--- src/bmp_unpk_pkg.sv ---
// Package for the bitmap pixel row unpacker.
// Holds the depth codes and the configuration register indexes; no dependencies.
package bmp_unpk_pkg;

   typedef logic [2:0] depth_type;
   typedef logic [1:0] csr_index_type;

   localparam depth_type DEPTH_1BIT  = 3'd0;
   localparam depth_type DEPTH_4BIT  = 3'd1;
   localparam depth_type DEPTH_8BIT  = 3'd2;
   localparam depth_type DEPTH_24BIT = 3'd3;
   localparam depth_type DEPTH_32BIT = 3'd4;

   localparam csr_index_type CSR_PIXEL_DEPTH  = 2'd0;
   localparam csr_index_type CSR_IMAGE_WIDTH  = 2'd1;
   localparam csr_index_type CSR_IMAGE_HEIGHT = 2'd2;

   localparam int unsigned DIM_WIDTH = 13;

endpackage

--- src/bmp_pixel_row_unpacker.sv ---
// Bitmap pixel row unpacker: turns raw pixel-array bytes into RGB pixels.
// Depends on bmp_unpk_pkg for depth codes and register indexes.
//
// Usage:
//   req_ channel carries raw pixel-array bytes in file order, row padding included.
//   rsp_ channel carries one pixel per item with row_end, frame_end and last flags.
//   csr_ port writes pixel_depth, image_width and image_height; write only while idle.
// Path: accepted byte to the byte register, then its pixel to the result register.
// Throughput: the result register takes at most one pixel per cycle, none while a
//   stalled pixel is held; a byte stays until its pixels are loaded: one in 8, 24
//   and 32-bit modes, two in 4-bit mode, up to eight in 1-bit mode (fewer at the
//   end of a row). Bytes that give no pixel (padding, blue/green/alpha bytes) pass
//   without waiting on the result register. The next byte is taken in the same
//   cycle that the current byte's last pixel is loaded.
// Reset: counters, phase and registers return to depth 24, width 1, height 1.
// Stall: while rsp_stall holds, the result stays put; the byte register fills and
//   then req_stall rises until the pending pixel can move on.
module bmp_pixel_row_unpacker #(
   parameter int MAX_WIDTH  = 4096,
   parameter int MAX_HEIGHT = 4096
) (
   input  logic                                     clock,
   input  logic                                     reset,
   input  logic                                     req_valid,
   output logic                                     req_stall,
   input  logic [7:0]                               req_raw_byte,
   output logic                                     rsp_valid,
   input  logic                                     rsp_stall,
   output logic [7:0]                               rsp_red,
   output logic [7:0]                               rsp_green,
   output logic [7:0]                               rsp_blue,
   output logic                                     rsp_row_end,
   output logic                                     rsp_frame_end,
   output logic                                     rsp_last,
   input  logic                                     csr_write,
   input  bmp_unpk_pkg::csr_index_type              csr_index,
   input  logic [bmp_unpk_pkg::DIM_WIDTH-1:0]       csr_data
);

   localparam int CW = $clog2(MAX_WIDTH + 1);
   localparam int HW = $clog2(MAX_HEIGHT + 1);
   localparam int SW = $clog2(4 * MAX_WIDTH + 1);
   localparam int DW = bmp_unpk_pkg::DIM_WIDTH;

   // configuration
   bmp_unpk_pkg::depth_type depth_ff;
   logic [DW-1:0]           width_ff;
   logic [DW-1:0]           height_ff;

   // byte register
   logic       work_valid_ff, work_valid_in;
   logic [7:0] work_byte_ff;
   logic [2:0] sub_ff, sub_in;

   // row and pixel state
   logic [SW-1:0] byte_in_row_ff, byte_in_row_in;
   logic [CW-1:0] column_ff, column_in;
   logic [HW-1:0] row_ff, row_in;
   logic [1:0]    phase_ff, phase_in;
   logic [7:0]    held_blue_ff, held_blue_in;
   logic [7:0]    held_green_ff, held_green_in;

   // result register
   logic       out_valid_ff, out_valid_in;
   logic [7:0] red_ff, green_ff, blue_ff;
   logic       row_end_ff, frame_end_ff, last_ff;

   logic [31:0] w_raw, h_raw, w_eff, h_eff, stride, bir_next;
   logic        col_ok, emit, more, step, out_free, accept, byte_done;
   logic [7:0]  px_r, px_g, px_b;
   logic [3:0]  nib;
   logic        bit_val;
   logic        px_row_end, px_frame_end;
   logic [1:0]  phase_step;
   logic        wide_mode;

   always_comb begin
      w_raw = 32'(width_ff);
      h_raw = 32'(height_ff);
      if (w_raw == 32'd0) begin
         w_eff = 32'd1;
      end else if (w_raw > 32'(MAX_WIDTH)) begin
         w_eff = 32'(MAX_WIDTH);
      end else begin
         w_eff = w_raw;
      end
      if (h_raw == 32'd0) begin
         h_eff = 32'd1;
      end else if (h_raw > 32'(MAX_HEIGHT)) begin
         h_eff = 32'(MAX_HEIGHT);
      end else begin
         h_eff = h_raw;
      end
      // row stride in bytes, padded to a multiple of four
      case (depth_ff)
         bmp_unpk_pkg::DEPTH_1BIT:  stride = ((w_eff + 32'd31) >> 5) << 2;
         bmp_unpk_pkg::DEPTH_4BIT:  stride = ((w_eff + 32'd7) >> 3) << 2;
         bmp_unpk_pkg::DEPTH_24BIT: stride = ((w_eff * 32'd3 + 32'd3) >> 2) << 2;
         bmp_unpk_pkg::DEPTH_32BIT: stride = w_eff << 2;
         default:                   stride = ((w_eff + 32'd3) >> 2) << 2;
      endcase
   end

   always_comb begin
      col_ok       = 32'(column_ff) < w_eff;
      bit_val      = work_byte_ff[3'd7 - sub_ff];
      nib          = sub_ff[0] ? work_byte_ff[3:0] : work_byte_ff[7:4];
      emit         = 1'b0;
      more         = 1'b0;
      wide_mode    = 1'b0;
      px_r         = work_byte_ff;
      px_g         = work_byte_ff;
      px_b         = work_byte_ff;
      phase_step   = 2'd0;
      case (depth_ff)
         bmp_unpk_pkg::DEPTH_1BIT: begin
            emit = col_ok;
            more = col_ok && (sub_ff != 3'd7) && (32'(column_ff) + 32'd1 < w_eff);
            px_r = {8{bit_val}};
            px_g = {8{bit_val}};
            px_b = {8{bit_val}};
         end
         bmp_unpk_pkg::DEPTH_4BIT: begin
            emit = col_ok;
            more = col_ok && (sub_ff == 3'd0) && (32'(column_ff) + 32'd1 < w_eff);
            // index * 17 repeats the nibble
            px_r = {nib, nib};
            px_g = {nib, nib};
            px_b = {nib, nib};
         end
         bmp_unpk_pkg::DEPTH_24BIT: begin
            wide_mode  = 1'b1;
            emit       = col_ok && (phase_ff == 2'd2);
            phase_step = (phase_ff >= 2'd2) ? 2'd0 : phase_ff + 2'd1;
            px_g       = held_green_ff;
            px_b       = held_blue_ff;
         end
         bmp_unpk_pkg::DEPTH_32BIT: begin
            wide_mode  = 1'b1;
            emit       = col_ok && (phase_ff == 2'd2);
            phase_step = phase_ff + 2'd1;
            px_g       = held_green_ff;
            px_b       = held_blue_ff;
         end
         default: begin
            emit = col_ok;
         end
      endcase
      px_row_end   = 32'(column_ff) == w_eff - 32'd1;
      px_frame_end = px_row_end && (32'(row_ff) == h_eff - 32'd1);
   end

   always_comb begin
      out_free  = !out_valid_ff || !rsp_stall;
      step      = work_valid_ff && (!emit || out_free);
      byte_done = step && !more;
      req_stall = work_valid_ff && !byte_done;
      accept    = req_valid && !req_stall;
      bir_next  = 32'(byte_in_row_ff) + 32'd1;

      work_valid_in  = accept ? 1'b1 : (byte_done ? 1'b0 : work_valid_ff);
      sub_in         = sub_ff;
      column_in      = column_ff;
      byte_in_row_in = byte_in_row_ff;
      row_in         = row_ff;
      phase_in       = phase_ff;
      held_blue_in   = held_blue_ff;
      held_green_in  = held_green_ff;

      if (step && emit) begin
         column_in = column_ff + CW'(1);
      end
      if (step && wide_mode && col_ok) begin
         phase_in = phase_step;
         if (phase_ff == 2'd0) begin
            held_blue_in = work_byte_ff;
         end
         if (phase_ff == 2'd1) begin
            held_green_in = work_byte_ff;
         end
      end
      if (step && more) begin
         sub_in = sub_ff + 3'd1;
      end
      if (byte_done) begin
         sub_in         = 3'd0;
         byte_in_row_in = bir_next[SW-1:0];
         // end of stride: restart the row and advance the row count
         if (bir_next >= stride) begin
            byte_in_row_in = '0;
            column_in      = '0;
            phase_in       = 2'd0;
            row_in         = (32'(row_ff) + 32'd1 >= h_eff) ? '0 : row_ff + HW'(1);
         end
      end

      if (step && emit) begin
         out_valid_in = 1'b1;
      end else if (!rsp_stall) begin
         out_valid_in = 1'b0;
      end else begin
         out_valid_in = out_valid_ff;
      end
   end

   always_ff @(posedge clock) begin
      if (reset) begin
         depth_ff       <= bmp_unpk_pkg::DEPTH_24BIT;
         width_ff       <= DW'(1);
         height_ff      <= DW'(1);
         work_valid_ff  <= 1'b0;
         sub_ff         <= 3'd0;
         byte_in_row_ff <= '0;
         column_ff      <= '0;
         row_ff         <= '0;
         phase_ff       <= 2'd0;
         held_blue_ff   <= 8'd0;
         held_green_ff  <= 8'd0;
         out_valid_ff   <= 1'b0;
      end else begin
         if (csr_write) begin
            case (csr_index)
               bmp_unpk_pkg::CSR_PIXEL_DEPTH:  depth_ff  <= csr_data[2:0];
               bmp_unpk_pkg::CSR_IMAGE_WIDTH:  width_ff  <= csr_data;
               bmp_unpk_pkg::CSR_IMAGE_HEIGHT: height_ff <= csr_data;
               default: ;
            endcase
         end
         work_valid_ff  <= work_valid_in;
         sub_ff         <= sub_in;
         byte_in_row_ff <= byte_in_row_in;
         column_ff      <= column_in;
         row_ff         <= row_in;
         phase_ff       <= phase_in;
         held_blue_ff   <= held_blue_in;
         held_green_ff  <= held_green_in;
         out_valid_ff   <= out_valid_in;
      end
   end

   always_ff @(posedge clock) begin
      if (accept) begin
         work_byte_ff <= req_raw_byte;
      end
      if (step && emit) begin
         red_ff       <= px_r;
         green_ff     <= px_g;
         blue_ff      <= px_b;
         row_end_ff   <= px_row_end;
         frame_end_ff <= px_frame_end;
         last_ff      <= !more;
      end
   end

   assign rsp_valid     = out_valid_ff;
   assign rsp_red       = red_ff;
   assign rsp_green     = green_ff;
   assign rsp_blue      = blue_ff;
   assign rsp_row_end   = row_end_ff;
   assign rsp_frame_end = frame_end_ff;
   assign rsp_last      = last_ff;

   a_idle_takes_item: assert property (@(posedge clock) disable iff (reset)
      !work_valid_ff |-> !req_stall)
      else $error("byte register empty but input stalled");

   a_sub_needs_byte: assert property (@(posedge clock) disable iff (reset)
      sub_ff != 3'd0 |-> work_valid_ff)
      else $error("pixel index set without a held byte");

   a_emit_loads_result: assert property (@(posedge clock) disable iff (reset)
      step && emit |=> out_valid_ff)
      else $error("emitted pixel not held in result register");

   a_accept_on_finish: assert property (@(posedge clock) disable iff (reset)
      accept && work_valid_ff |-> byte_done)
      else $error("new byte taken while current byte still has pixels");

   a_frame_end_on_row_end: assert property (@(posedge clock) disable iff (reset)
      step && emit && px_frame_end |=> rsp_row_end)
      else $error("frame end without row end");

endmodule

--- config.mk ---
export PLATFORM = sky130hd
export DESIGN_NAME = bmp_pixel_row_unpacker
export DESIGN_NICKNAME = d
export VERILOG_FILES = /design/src/bmp_unpk_pkg.sv /design/src/bmp_pixel_row_unpacker.sv
export SDC_FILE = /design/constraint.sdc
export NUM_CORES = 1
export LEC_CHECK = 0
export ABC_AREA = 1
export ABC_CLOCK_PERIOD_IN_PS = 6450
export BUFFER_PORTS_ARGS = -buffer_cell sky130_fd_sc_hd__buf_2
export CAP_MARGIN = 30
export CORE_MARGIN = 1.5
export CORE_UTILIZATION = 47
export DETAILED_ROUTE_END_ITERATION = 12
export SYNTH_ARGS = -nofsm -noshare
export SYNTH_HDL_FRONTEND = slang
export SYNTH_SLANG_ARGS = --single-unit
export TNS_END_PERCENT = 10
--- constraint.sdc ---
create_clock -name clock -period 6.45 [get_ports clock]
set_input_delay 0.9675 -clock clock [delete_from_list [all_inputs] [get_ports clock]]
set_output_delay 0.9675 -clock clock [all_outputs]
set_load 0.005 [all_outputs]
# After elaboration in Yosys (flattened, before gate mapping)
# Index checks and enable logic that the tools add are counted.
[word_totals]
reg_bits = 128
latchBits = 0
mem_bits_rw = 0
romBits = 0
inputBits = 28
out_inout_bits = 29
wordCells = 118
n_memories = 0
[op_classes]
n_addsub = 14
n_mul = 1
n_div = 0
n_lt_le_gt_ge = 8
eq_ne = 11
n_shift = 0
n_mux = 28
bitwise_logic = 0
reduce_logical = 37
[ops]
columns = ["op", "count"]
rows = [
  ["$pmux 32 s4", 1],
  ["$mux 13", 6],
  ["$add 32x2->32 const B", 2],
  ["$eq 13x32->1", 2],
  ["$mux 32", 2],
  ["$sub 32x1->32 const B", 2],
  ["$pmux 8 s3", 2],
  ["$add 32x3->32 const B", 1],
  ["$add 32x5->32 const B", 1],
  ["$ge 14x32->1", 1],
  ["$ge 16x32->1", 1],
  ["$lt 13x32->1", 1],
  ["$lt 14x32->1", 1],
  ["$mul 32x2->32 const B", 1],
  ["$add 13x1->14 const B", 2],
  ["$add 13x1->13 const B", 2],
  ["$gt 13x13->1 const B", 2],
  ["$logic_not 13->1", 2],
  ["$add 15x1->16 const B", 1],
  ["$pmux 8 s2", 1],
  ["$mux 15", 1],
  ["$logic_and 1x1->1", 14],
  ["$reduce_and 2->1", 6],
  ["$mux 2", 4],
  ["other kinds (23)", 40],
]

# Logic depth before layout (Yosys ltp)
# Gate-level depths: netlist (run 1).
[logic_depth]
depth_word = 15
mapped_depth = 36
mapped_depth_nobuf = 36

# Least setup slack after synthesis (run 1)
# OpenSTA, ideal clock, no wires.
[synth_timing]
path_kind = "register -> register"
from = "reg width_ff[11]"
to = "reg column_ff[9]"
setup_ps = 117
t_arrival_ps = 4061
required_time_ps = 6333
setup_slack_ps = 2272
path_stages_with_launch = 28
n_path_buf = 1
synth_period_minus_slack_ps = 4178
cell_sequence = "dfxtp_1 inv_1 nand3_1 nor2_1 nand2_1 nand2_2 inv_1 nor2_1 inv_1 ha_1 ha_1 a21oi_1 o21ai_0 a221oi_1 nand2_1 nand2_1 nand3_1 nand2_1 inv_1 ha_1 nand2_1 nor3_1 a21oi_1 nand3b_1 nand3_4 nand2_4 buf_6 nor2_2"
[synth_between]
elab_chain_len = 13
elab_cells_between_ends = 29
cone_classes = "4 x add/sub; 1 x mul; 4 x order compare; 8 x mux; 12 x reduce/logical"
[synth_rtl]
columns = ["item", "line_no", "text"]
rows = [
  ["start, declared", "bmp_pixel_row_unpacker.sv:47", "logic [DW-1:0] width_ff;"],
  ["start signal, assigned", "bmp_pixel_row_unpacker.sv:224", "bmp_unpk_pkg::CSR_IMAGE_WIDTH: width_ff <= csr_data;"],
  ["$gt 13x13->1", "bmp_pixel_row_unpacker.sv:82", "end else if (w_raw > 32'(MAX_WIDTH)) begin"],
  ["$mux 13", "bmp_pixel_row_unpacker.sv:82", ""],
  ["$mux 32 *", "bmp_pixel_row_unpacker.sv:80", "if (w_raw == 32'd0) begin"],
  ["branches (longest 9 deep; another with $mul 32x2->32)", "-", ""],
  ["$mux 13 *", "bmp_pixel_row_unpacker.sv:185", "if (byte_done) begin"],
  ["end signal, assigned", "bmp_pixel_row_unpacker.sv:232", "column_ff <= column_in;"],
  ["end, declared", "bmp_pixel_row_unpacker.sv:57", "logic [CW-1:0] column_ff, column_in;"],
]
# Mark *: on every way between the ends.
# A chain may end at the register's enable or synchronous reset.

# Final worst setup path (run 1)
[layout_timing]
from = "reg width_ff[11]"
to = "reg byte_in_row_ff[13]"
[layout_between]
elab_chain_len = 10
elab_cells_between_ends = 26
cone_classes = "4 x add/sub; 1 x mul; 4 x order compare; 6 x mux; 11 x reduce/logical"
[layout_rtl]
columns = ["item", "line_no", "text"]
rows = [
  ["$gt 13x13->1", "bmp_pixel_row_unpacker.sv:82", ""],
  ["$mux 13", "bmp_pixel_row_unpacker.sv:82", ""],
  ["$mux 32 *", "bmp_pixel_row_unpacker.sv:80", ""],
  ["branches (longest 7 deep; another with $mul 32x2->32)", "-", ""],
  ["end signal, assigned", "bmp_pixel_row_unpacker.sv:231", "byte_in_row_ff <= byte_in_row_in;"],
  ["end, declared", "bmp_pixel_row_unpacker.sv:56", "logic [SW-1:0] byte_in_row_ff, byte_in_row_in;"],
]
# Marks and branches as above.

==> results of run 1 <==
## Yosys cell counts (2+ instances only)
| library cell | count | share of area [%] |
|---|---|---|
| buf_2 | 8 | 0.39 |
| o21bai_1 | 2 | 0.15 |
| nand3_1 | 84 | 4.1 |
| inv_1 | 219 | 8.1 |
| nand2_2 | 5 | 0.31 |
| a21oi_1 | 96 | 4.7 |
| nand3_2 | 2 | 0.20 |
| or2_2 | 2 | 0.12 |
| o21a_1 | 2 | 0.15 |
| nand3b_1 | 5 | 0.37 |
| xnor2_1 | 5 | 0.43 |
| clkbuf_1 | 15 | 0.56 |
| nand2_1 | 354 | 13 |
| o21ai_1 | 6 | 0.30 |
| nor2_1 | 193 | 7.1 |
| nor2_4 | 5 | 0.56 |
| nand2_4 | 2 | 0.22 |
| nor3_1 | 25 | 1.2 |
| ha_1 | 105 | 13 |
| nand4_1 | 17 | 1.0 |
| o211ai_1 | 23 | 1.7 |
| o41ai_1 | 2 | 0.17 |
| a31oi_1 | 2 | 0.12 |
| buf_4 | 5 | 0.37 |
| dfxtp_1 | 93 | 18 |
| nand3_4 | 4 | 0.69 |
| nor2_2 | 17 | 1.0 |
| xor2_1 | 40 | 3.5 |
| o21ai_0 | 96 | 4.7 |
| buf_6 | 4 | 0.44 |
| o221ai_1 | 8 | 0.69 |
| edfxtp_1 | 35 | 10 |
| inv_2 | 8 | 0.30 |
## cell type report
type	instances	area, sq um	share of cell area [%]
Multi-Input combinational cell	1116	6195	55.10
Sequential cell	128	2913	25.91
Inverter	228	855.8	7.613
Clock buffer	17	425.4	3.784
Tap cell	275	344.1	3.061
Timing Repair Buffer	61	317.8	2.827
Clock inverter	15	191.4	1.703
## cells in the final DEF, fill, tap and decap left out, drive strengths merged, types with 2 or more instances in the layout
cell type | Yosys | layout
clkbuf | 15 | 17
xnor2 | 5 | 5
edfxtp | 35 | 35
o21a | 2 | 2
nand3 | 90 | 90
inv | 227 | 234
dfxtp | 93 | 93
nand3b | 5 | 5
o21bai | 2 | 2
nor3 | 26 | 26
a31oi | 2 | 2
nand2 | 361 | 361
o21ai | 102 | 102
or2 | 2 | 2
a21oi | 96 | 96
clkinv | 1 | 7
nor2 | 215 | 215
xor2 | 40 | 40
nand4 | 18 | 18
buf | 17 | 61
o221ai | 8 | 8
ha | 105 | 105
nor3b | 2 | 2
o211ai | 23 | 23
o41ai | 2 | 2
## critical path, cell delays in order, from the launching register on
cell and delay [ns]:
dfxtp_1 0.31, inv_1 0.13, nand3_1 0.13, nor2_1 0.10, nand2_1 0.07, nand2_2 0.14, inv_1 0.10, nor2_1 0.40
inv_1 0.30, ha_1 0.35, ha_1 0.35, a21oi_1 0.27, o21ai_0 0.14, a21oi_1 0.14, nand2_1 0.10, a21oi_1 0.12
o21ai_0 0.13, nand3_1 0.10, nand2_1 0.06, ha_1 0.29, nand2_1 0.07, nor2_1 0.16, nand3_1 0.09, nor2_1 0.08
nand3b_1 0.20, nand3_4 0.28, nand2_4 0.43, nor2_1 0.11
## how the worst max path moves through the flow
stage               slack, ns                       from  cells past startpoint                               to
floorplan                2.27  width_ff[11]$_SDFFE_PP0P_                     27          column_ff[9]$_SDFF_PP0_
global placement         1.36   width_ff[5]$_SDFFE_PP0P_                     26          column_ff[3]$_SDFF_PP0_
detailed placement       1.16  width_ff[11]$_SDFFE_PP0P_                     27   byte_in_row_ff[7]$_SDFFE_PP0P_
CTS                      1.12  width_ff[11]$_SDFFE_PP0P_                     27  byte_in_row_ff[13]$_SDFFE_PP0P_
global route             0.49   width_ff[5]$_SDFFE_PP0P_                     27          column_ff[2]$_SDFF_PP0_
finish                   1.13  width_ff[11]$_SDFFE_PP0P_                     27  byte_in_row_ff[13]$_SDFFE_PP0P_
## per-stage QoR
stage               hold WS [ns]  utilization [%]  instance area, sq um  setup WS [ns]  cells
global route              0.5052            53.31                 11240         0.4878   1840
CTS                       0.4792            53.31                 11240          1.120   1840
detailed placement        0.4645            50.39                 10630          1.163   1808
global placement          0.4630            50.39                 10630          1.357   1808
finish                    0.4747            53.31                 11240          1.134   1840
floorplan                 0.4392                -                 10140          2.272   1504
## logic make-up after synthesis
| kind of cell | synth area share (%) |
|---|---|
| flip-flops | 28.72 |
| XOR/XNOR | 3.886 |
| buffers and inverters | 10.20 |
| AO/OA/AOI/OAI | 13.30 |
| adder cells (fa/ha/maj) | 12.95 |
| AND/OR/NAND/NOR | 30.94 |
## state kept, by name, summed over array words and instances, names as in the netlist, 2 cells and up
| signal | flops |
|---|---|
| rsp_blue | 8 |
| work_byte_ff | 8 |
| row_ff | 13 |
| depth_ff | 3 |
| sub_ff | 3 |
| column_ff | 13 |
| held_blue_ff | 8 |
| byte_in_row_ff | 15 |
| held_green_ff | 8 |
| phase_ff | 2 |
| rsp_red | 8 |
| rsp_green | 8 |
| height_ff | 13 |
| width_ff | 13 |
## power groups by stage
stage	registers, mW	clock network (mW)	logic [mW]
after detailed placement	0.976	0	0.805
after global routing	0.970	1.05	0.941
final	0.960	1.00	0.811
after CTS	0.960	1.02	0.811
after global placement	0.977	0	0.797
after floorplan	0.956	0	0.620
## layer usage
metal,track usage (%),up-vias
met2,40.37,220
met1,35.94,4277
met5,0,-
met4,7.255,0
li1,-,4987
met3,4.482,29
==> flow_metrics.py, run 1 <==
metrics = {
    "status": {
        "run_status": "completed",
    },
    "sta": {
        "post-route-period-util_pct": 82.42,
        "slew_viol_final": 0,
        "finClkSkew_ns": 0.01462,
        "final.min_clock_period_ns": 5.316,
        "fin_tns_setup_ns": 0,
        "fmax_ghz": 0.1881,
        "maxSlewHeadroom_pct": 42.91,
        "rsz0062_at_grt": "no",
        "finalHoldViolCount": 0,
        "setup_viol": 0,
        "tightest_slew_ns": 0.8532,
    },
    "route": {
        "wl_met2_mm": 12.44,
        "routed-wl-met3_mm": 1.528,
        "top_layer": "met4",
        "wirelength_met1_mm": 13.33,
        "wl_per_cell_um": 15.08,
        "drcViolationCount": 0,
        "viasPerCell": 5.170,
        "final_antenna_net_count": 0,
        "drt_iter0_markers": 659,
        "dr_total_vias": 9513,
        "routed_wl_mm": 27.75,
        "firstDrtPassIters": 5,
    },
    "global_routing": {
        "grt_pass1_vias": 8771,
        "antenna_found_initial": 1,
        "grt_max_degree": 41,
        "grt_pass1_wl_mm": 45.12,
        "track_usage_pct": 25.69,
        "gr-total-overflow": 0,
    },
    "floorplan": {
        "start_util_pct": 48.10,
        "boundaryPins": 57,
        "die_w_um": 149.9,
        "fp.dieH_um": 149.9,
        "dieArea_sq_mm": 0.02247,
        "placementRows": 53,
        "core_sq_mm": 0.02109,
    },
    "power": {
        "p_per_area_mw_per_mm2": 246.6,
        "comb_power_share_pct": 29.3,
        "internal_power_mw": 1.733,
        "finalPower_mw": 2.772,
        "sw_frac_of_total_pct": 37.49,
        "clkPwrFrac_pct": 36.1,
        "vdd_drop_max_uv": 142.3,
        "p_leak_nw": 5.633,
        "p_seq_share_pct": 34.6,
        "p_sw_mw": 1.039,
    },
    "hold_path": {
        "hold_path.class": "reg -> reg",
        "whs_endpoint": "height_ff[10]$_SDFFE_PP0P_",
        "hp-start": "height_ff[10]$_SDFFE_PP0P_",
        "min_path_cells": 2,
    },
    "logic_synthesis": {
        "synth_area_per_cell_sq_um": 6.744,
        "synth_area_sq_mm": 0.01014,
        "synthCells": 1504,
        "ys_warn_count": 0,
        "ys_ff_latch": 128,
        "async_reset_ff_share_pct": 0,
        "synth.distinct_cells": 48,
        "syn_nets": 1637,
        "ys_seq_area_share_pct": 28.72,
        "synth_top_flop_cell": "dfxtp_1",
        "synth-edff-count": 35,
    },
    "critical_path": {
        "regToRegSetupSlack_ns": 1.13,
        "crit_fanout": 27,
        "rr_startpoint": "width_ff[11]$_SDFFE_PP0P_",
        "crit_type": "reg -> reg",
        "rr_endpoint": "byte_in_row_ff[13]$_SDFFE_PP0P_",
        "critPathArrivalTime_ns": 5.61,
        "cp.required_ns": 6.74,
        "ff2ff_path_depth": 27,
        "cp-start-kind": "flip-flop",
        "cp-end-kind": "flip-flop",
    },
    "clock_network": {
        "cts_sinks": 128,
        "clkLatencyLatePin_ns": 0.43,
        "cts_tree": "built",
        "path_clk_slew_ns": 0.07,
        "cts_made_buffers": 17,
        "cts-root-buf": "clkbuf_16",
        "htreeDepth": 4,
        "post_cts_buffers": 0,
        "cts_hold_buf": 0,
        "cts_resized": 0,
        "clockBufferDepth": 2,
    },
    "job": {
        "cap_viol_max_count": 0,
    },
    "place": {
        "dp_hpwl_mm": 21.46,
        "globalplace.congestion": 0.9265,
        "numPortBuffers": 56,
    },
    "cells_and_area": {
        "drive_gt1_share_pct": 9.073,
        "final.fill_count": 2112,
        "layout.nets": 1685,
        "antenna_cells": 0,
        "syn_to_final_growth_pct": 10.84,
    },
}
No activity file was read; power rests on OpenSTA's default activity.
==> inputs of run 2 (changes only) <==
Settings changed: ABC_CLOCK_PERIOD_IN_PS 6450 to 4400, PLACE_DENSITY set to 0.67.
Clock period 6.45 ns to 4.4 ns, I/O delays scaled along.
==> flow_metrics.py, run 2 (synthesis gave the netlist of run 1 again) <==
metrics = {
    "route": {
        "viasPerCell": 5.281,
        "drt_iter0_markers": 625,
        "drcViolationCount": 0,
        "wl_per_cell_um": 14.75,
        "routed_wl_mm": 27.75,
        "final_antenna_net_count": 0,
        "firstDrtPassIters": 6,
        "dr_total_vias": 9938,
    },
    "global_routing": {
        "track_usage_pct": 24.54,
        "gr-total-overflow": 0,
        "antenna_found_initial": 0,
        "grt_max_degree": 35,
        "grt_pass1_wl_mm": 43.57,
        "grt_pass1_vias": 8906,
    },
    "critical_path": {
        "cp_slowest_cell": "dfxtp_2",
        "max_stage_delay_ns": 0.34,
        "cp-start-kind": "flip-flop",
        "critPathArrivalTime_ns": 4.51,
        "crit_type": "reg -> reg",
        "crit_fanout": 7,
        "cp.required_ns": 4.72,
        "cp-end-kind": "flip-flop",
    },
    "power": {
        "p_per_area_mw_per_mm2": 346.5,
        "p_leak_nw": 5.841,
        "finalPower_mw": 4.130,
        "vdd_drop_max_uv": 262.4,
    },
    "clock_network": {
        "cts_tree": "built",
        "cts_made_buffers": 17,
        "htreeDepth": 4,
        "clkLatencyLatePin_ns": 0.44,
        "clockBufferDepth": 2,
        "cts_hold_buf": 0,
        "cts_sinks": 128,
        "cts-root-buf": "clkbuf_16",
        "path_clk_slew_ns": 0.07,
    },
    "cells_and_area": {
        "final.fill_count": 2014,
        "final_cell_mix": "nand2_1, inv_1, nor2_1, dfxtp_1, a21oi_1",
        "final_util_pct": 56.51,
        "multi_input_area_sq_mm": 0.006514,
        "drive_gt1_share_pct": 14.75,
        "syn_to_final_growth_pct": 17.49,
        "final_common_cell": "nand2_1",
        "ff_latch_area_sq_mm": 0.002915,
        "layout.nets": 1727,
        "antenna_cells": 0,
        "max_flop_register": "byte_in_row_ff",
        "largest_reg_flops": 15,
    },
    "floorplan": {
        "start_util_pct": 48.10,
        "boundaryPins": 57,
        "die_w_um": 149.9,
        "dieArea_sq_mm": 0.02247,
        "core_sq_mm": 0.02109,
        "placementRows": 53,
        "fp.dieH_um": 149.9,
    },
    "sta": {
        "fmax_ghz": 0.2389,
        "rsz0062_at_grt": "yes",
        "fin_tns_setup_ns": 0,
        "tightest_slew_ns": 0.8671,
        "setup_viol": 0,
        "finClkSkew_ns": 0.01321,
        "finalHoldViolCount": 0,
        "holdWs_ns": 0.3974,
        "post-route-period-util_pct": 95.13,
        "final.min_clock_period_ns": 4.186,
        "maxSlewHeadroom_pct": 41.84,
        "slew_viol_final": 0,
    },
    "job": {
        "cap_viol_max_count": 0,
    },
    "place": {
        "globalplace.congestion": 0.9335,
        "dp_hpwl_mm": 20.68,
        "numPortBuffers": 56,
    },
    "hold_path": {
        "hold_path.class": "in -> reg",
    },
    "status": {
        "run_status": "completed",
    },
}
run 2: final cells by class:
type                            instances  share of cell area, %
Clock inverter                         15                  1.428
Multi-Input combinational cell       1116                  54.66
Clock buffer                           17                  3.570
Inverter                              228                  7.182
Timing Repair Buffer                  103                  5.806
Tap cell                              275                  2.887
Sequential cell                       128                  24.46
run 2: final timing paths:
kind	startpoint	endpoint	slack [ns]	depth (start not counted)
worst min-delay path	req_raw_byte[0]	work_byte_ff[0]$_DFFE_PP_	0.40	1
worst min register to register	height_ff[11]$_SDFFE_PP0P_	height_ff[11]$_SDFFE_PP0P_	0.47	2
worst max register to register	width_ff[9]$_SDFFE_PP0P_	byte_in_row_ff[9]$_SDFFE_PP0P_	0.21	31
worst max-delay path	width_ff[9]$_SDFFE_PP0P_	byte_in_row_ff[9]$_SDFFE_PP0P_	0.21	31
run 2: where the power goes:
part,internal (mW),switching (mW),total [mW]
clock,0.762,0.674,1.44
combinational,0.479,0.809,1.29
sequential,1.32,0.0885,1.41
run 2: routing by layer:
metal	vias to the layer above	global-route usage, %	share of wire, %
met4	0	10.00	2.9
met3	58	3.841	6.2
met5	-	0	0
met1	4522	32.82	46
li1	5064	-	-
met2	294	39.31	45
run 2: what timing repair did:
item,4_1_cts,5_1_grt
endpoints found under the setup margin,39,44
resized for setup,2,73
pin swaps,1,11
cloned,0,3
buffers inserted,0,6
run 2: critical path: cells and delay by family, from the launching register on:
| family | cells | cell delay [ns] |
|---|---|---|
| buf+inv | 4 | 0.53 |
| fa+ha+maj | 3 | 0.71 |
| simple gates | 19 | 1.86 |
| compound gates | 5 | 0.61 |
| flops | 1 | 0.34 |
run 2: through the flow:
stage | instances | instance area [sq um] | setup WS [ns]
after detailed placement | 1841 | 10890 | -0.07991
final | 1882 | 11920 | 0.2145
after global routing | 1882 | 11920 | -0.06883
after global placement | 1841 | 10890 | -0.06844
after floorplan | 1504 | 10140 | 0.2221
after CTS | 1873 | 11490 | 0.01147
==> inputs of run 3 (changes only) <==
Settings changed: SETUP_SLACK_MARGIN set to 0.3.
==> flow_metrics.py, run 3 (synthesis gave the netlist of run 1 again) <==
metrics = {
    "sta": {
        "final.min_clock_period_ns": 4.321,
        "finClkSkew_ns": 0.01386,
        "fmax_ghz": 0.2314,
        "slew_viol_final": 0,
        "tightest_slew_ns": 0.6510,
        "setup_viol": 0,
        "finalHoldViolCount": 0,
        "rsz0062_at_grt": "yes",
        "maxSlewHeadroom_pct": 56.60,
        "post-route-period-util_pct": 98.20,
        "fin_tns_setup_ns": 0,
    },
    "clock_network": {
        "cts_tree": "built",
        "path_clk_slew_ns": 0.07,
        "htreeDepth": 4,
        "clockBufferDepth": 2,
        "cts-root-buf": "clkbuf_16",
        "clkLatencyLatePin_ns": 0.44,
        "cts_made_buffers": 17,
        "cts_sinks": 128,
    },
    "global_routing": {
        "track_usage_pct": 25.51,
        "grt_pass1_wl_mm": 45.34,
        "antenna_found_initial": 0,
        "grt_max_degree": 58,
        "gr-total-overflow": 0,
        "grt_pass1_vias": 9223,
    },
    "critical_path": {
        "crit_type": "reg -> reg",
        "critPathArrivalTime_ns": 4.66,
        "cp_slowest_cell": "dfxtp_2",
        "crit_buf_inv": 7,
        "max_stage_delay_ns": 0.34,
        "path_delay_family": "simple AND/OR/NAND/NOR gates",
        "cp-end-kind": "flip-flop",
        "crit_fanout": 12,
        "cp.required_ns": 4.74,
        "cp-start-kind": "flip-flop",
    },
    "place": {
        "detailed_place.area_sq_mm": 0.01088,
        "globalplace.congestion": 0.9356,
        "dp_hpwl_mm": 20.72,
        "numPortBuffers": 56,
    },
    "cells_and_area": {
        "final_cell_mix": "nand2_1, inv_1, nor2_1, dfxtp_1, ha_1",
        "antenna_cells": 0,
        "syn_to_final_growth_pct": 18.69,
        "max_flop_register": "byte_in_row_ff",
        "final.fill_count": 2033,
        "ff_latch_area_sq_mm": 0.002917,
        "fin_area_sq_mm": 0.01204,
        "largest_reg_flops": 15,
        "multi_input_area_sq_mm": 0.006531,
        "drive_gt1_share_pct": 16.20,
        "final_common_cell": "nand2_1",
        "layout.nets": 1731,
    },
    "route": {
        "drcViolationCount": 0,
        "dr_total_vias": 9907,
        "routed_wl_mm": 28.11,
        "viasPerCell": 5.253,
        "final_antenna_net_count": 0,
        "firstDrtPassIters": 5,
        "wl_per_cell_um": 14.90,
        "drt_iter0_markers": 540,
    },
    "floorplan": {
        "die_w_um": 149.9,
        "fp.dieH_um": 149.9,
        "core_sq_mm": 0.02109,
        "dieArea_sq_mm": 0.02247,
        "boundaryPins": 57,
        "start_util_pct": 48.10,
        "placementRows": 53,
    },
    "power": {
        "finalPower_mw": 4.228,
        "p_leak_nw": 5.864,
        "p_per_area_mw_per_mm2": 351.2,
        "vdd_drop_max_uv": 268.6,
    },
    "hold_path": {
        "hold_path.class": "in -> reg",
    },
    "status": {
        "run_status": "completed",
    },
    "job": {
        "cap_viol_max_count": 0,
    },
}
run 3: cell types whose count changed in the layout (fill, tap and decap cells not counted), sizes merged:
cell	previous run	this run
clkinvlp	1	2
clkbuf	19	18
buf	101	106
clkinv	9	5
inv	233	236
run 3: worst register-to-register path, delay by kind of cell (launching register included):
| kind | cells | cell delay, ns |
|---|---|---|
| buffers and inverters | 7 | 0.84 |
| adder cells (fa/ha/maj) | 3 | 0.75 |
| flip-flops | 1 | 0.34 |
| AO/OA/AOI/OAI | 4 | 0.58 |
| AND/OR/NAND/NOR | 18 | 1.74 |
run 3: final timing paths:
kind	slack, ns	endpoint	startpoint	depth (start not counted)
worst max-delay path	0.08	row_ff[7]$_SDFFE_PP0P_	width_ff[4]$_SDFFE_PP0P_	32
worst min-delay path	0.39	work_byte_ff[0]$_DFFE_PP_	req_raw_byte[0]	1
worst max register to register	0.08	row_ff[7]$_SDFFE_PP0P_	width_ff[4]$_SDFFE_PP0P_	32
worst min register to register	0.47	height_ff[10]$_SDFFE_PP0P_	height_ff[10]$_SDFFE_PP0P_	2
run 3: final cells by class:
| type | count | area share (%) |
|---|---|---|
| multi-input cells | 1116 | 54.26 |
| flip-flops and latches | 128 | 24.23 |
| inverters | 228 | 7.172 |
| repair buffers | 107 | 6.631 |
| clock buffers | 17 | 3.534 |
| well taps | 275 | 2.858 |
| clock inverters | 15 | 1.320 |
run 3: report_power, final:
part           internal (mW)  switching (mW)  total, mW
Combinational          0.531           0.852       1.38
Sequential              1.32          0.0833       1.40
Clock                  0.760           0.685       1.44
run 3: repair_timing:
item                                    4_1_cts  5_1_grt
gates resized for setup                      46       55
buffers inserted                              6        7
hold buffers                                  0        0
endpoints found under the setup margin       44       44
pin swaps                                     6       37
cloned                                        3        1
run 3: layer usage:
layer  up-vias  share of wire, %  wire length [um]  global-route usage, %
met3        63               5.8              1635                  4.207
met4         0               2.9               810                  10.20
met1      4476                46             12940                  33.80
met5         -                 0                 0                      0
li1       5080                 -                 -                      -
met2       288                45             12720                  41.17
run 3: through the flow:
| step | instances | setup WS, ns | utilization, % | hold slack (ns) |
|---|---|---|---|---|
| CTS | 1878 | 0.2089 | 55.93 | 0.3754 |
| global placement | 1837 | -0.01205 | 51.61 | 0.4574 |
| finish | 1886 | 0.07910 | 57.08 | 0.3933 |
| global route | 1886 | -0.2019 | 57.08 | 0.3800 |
| floorplan | 1504 | 0.3501 | - | 0.4392 |
| detailed placement | 1837 | -0.06643 | 51.61 | 0.4575 |
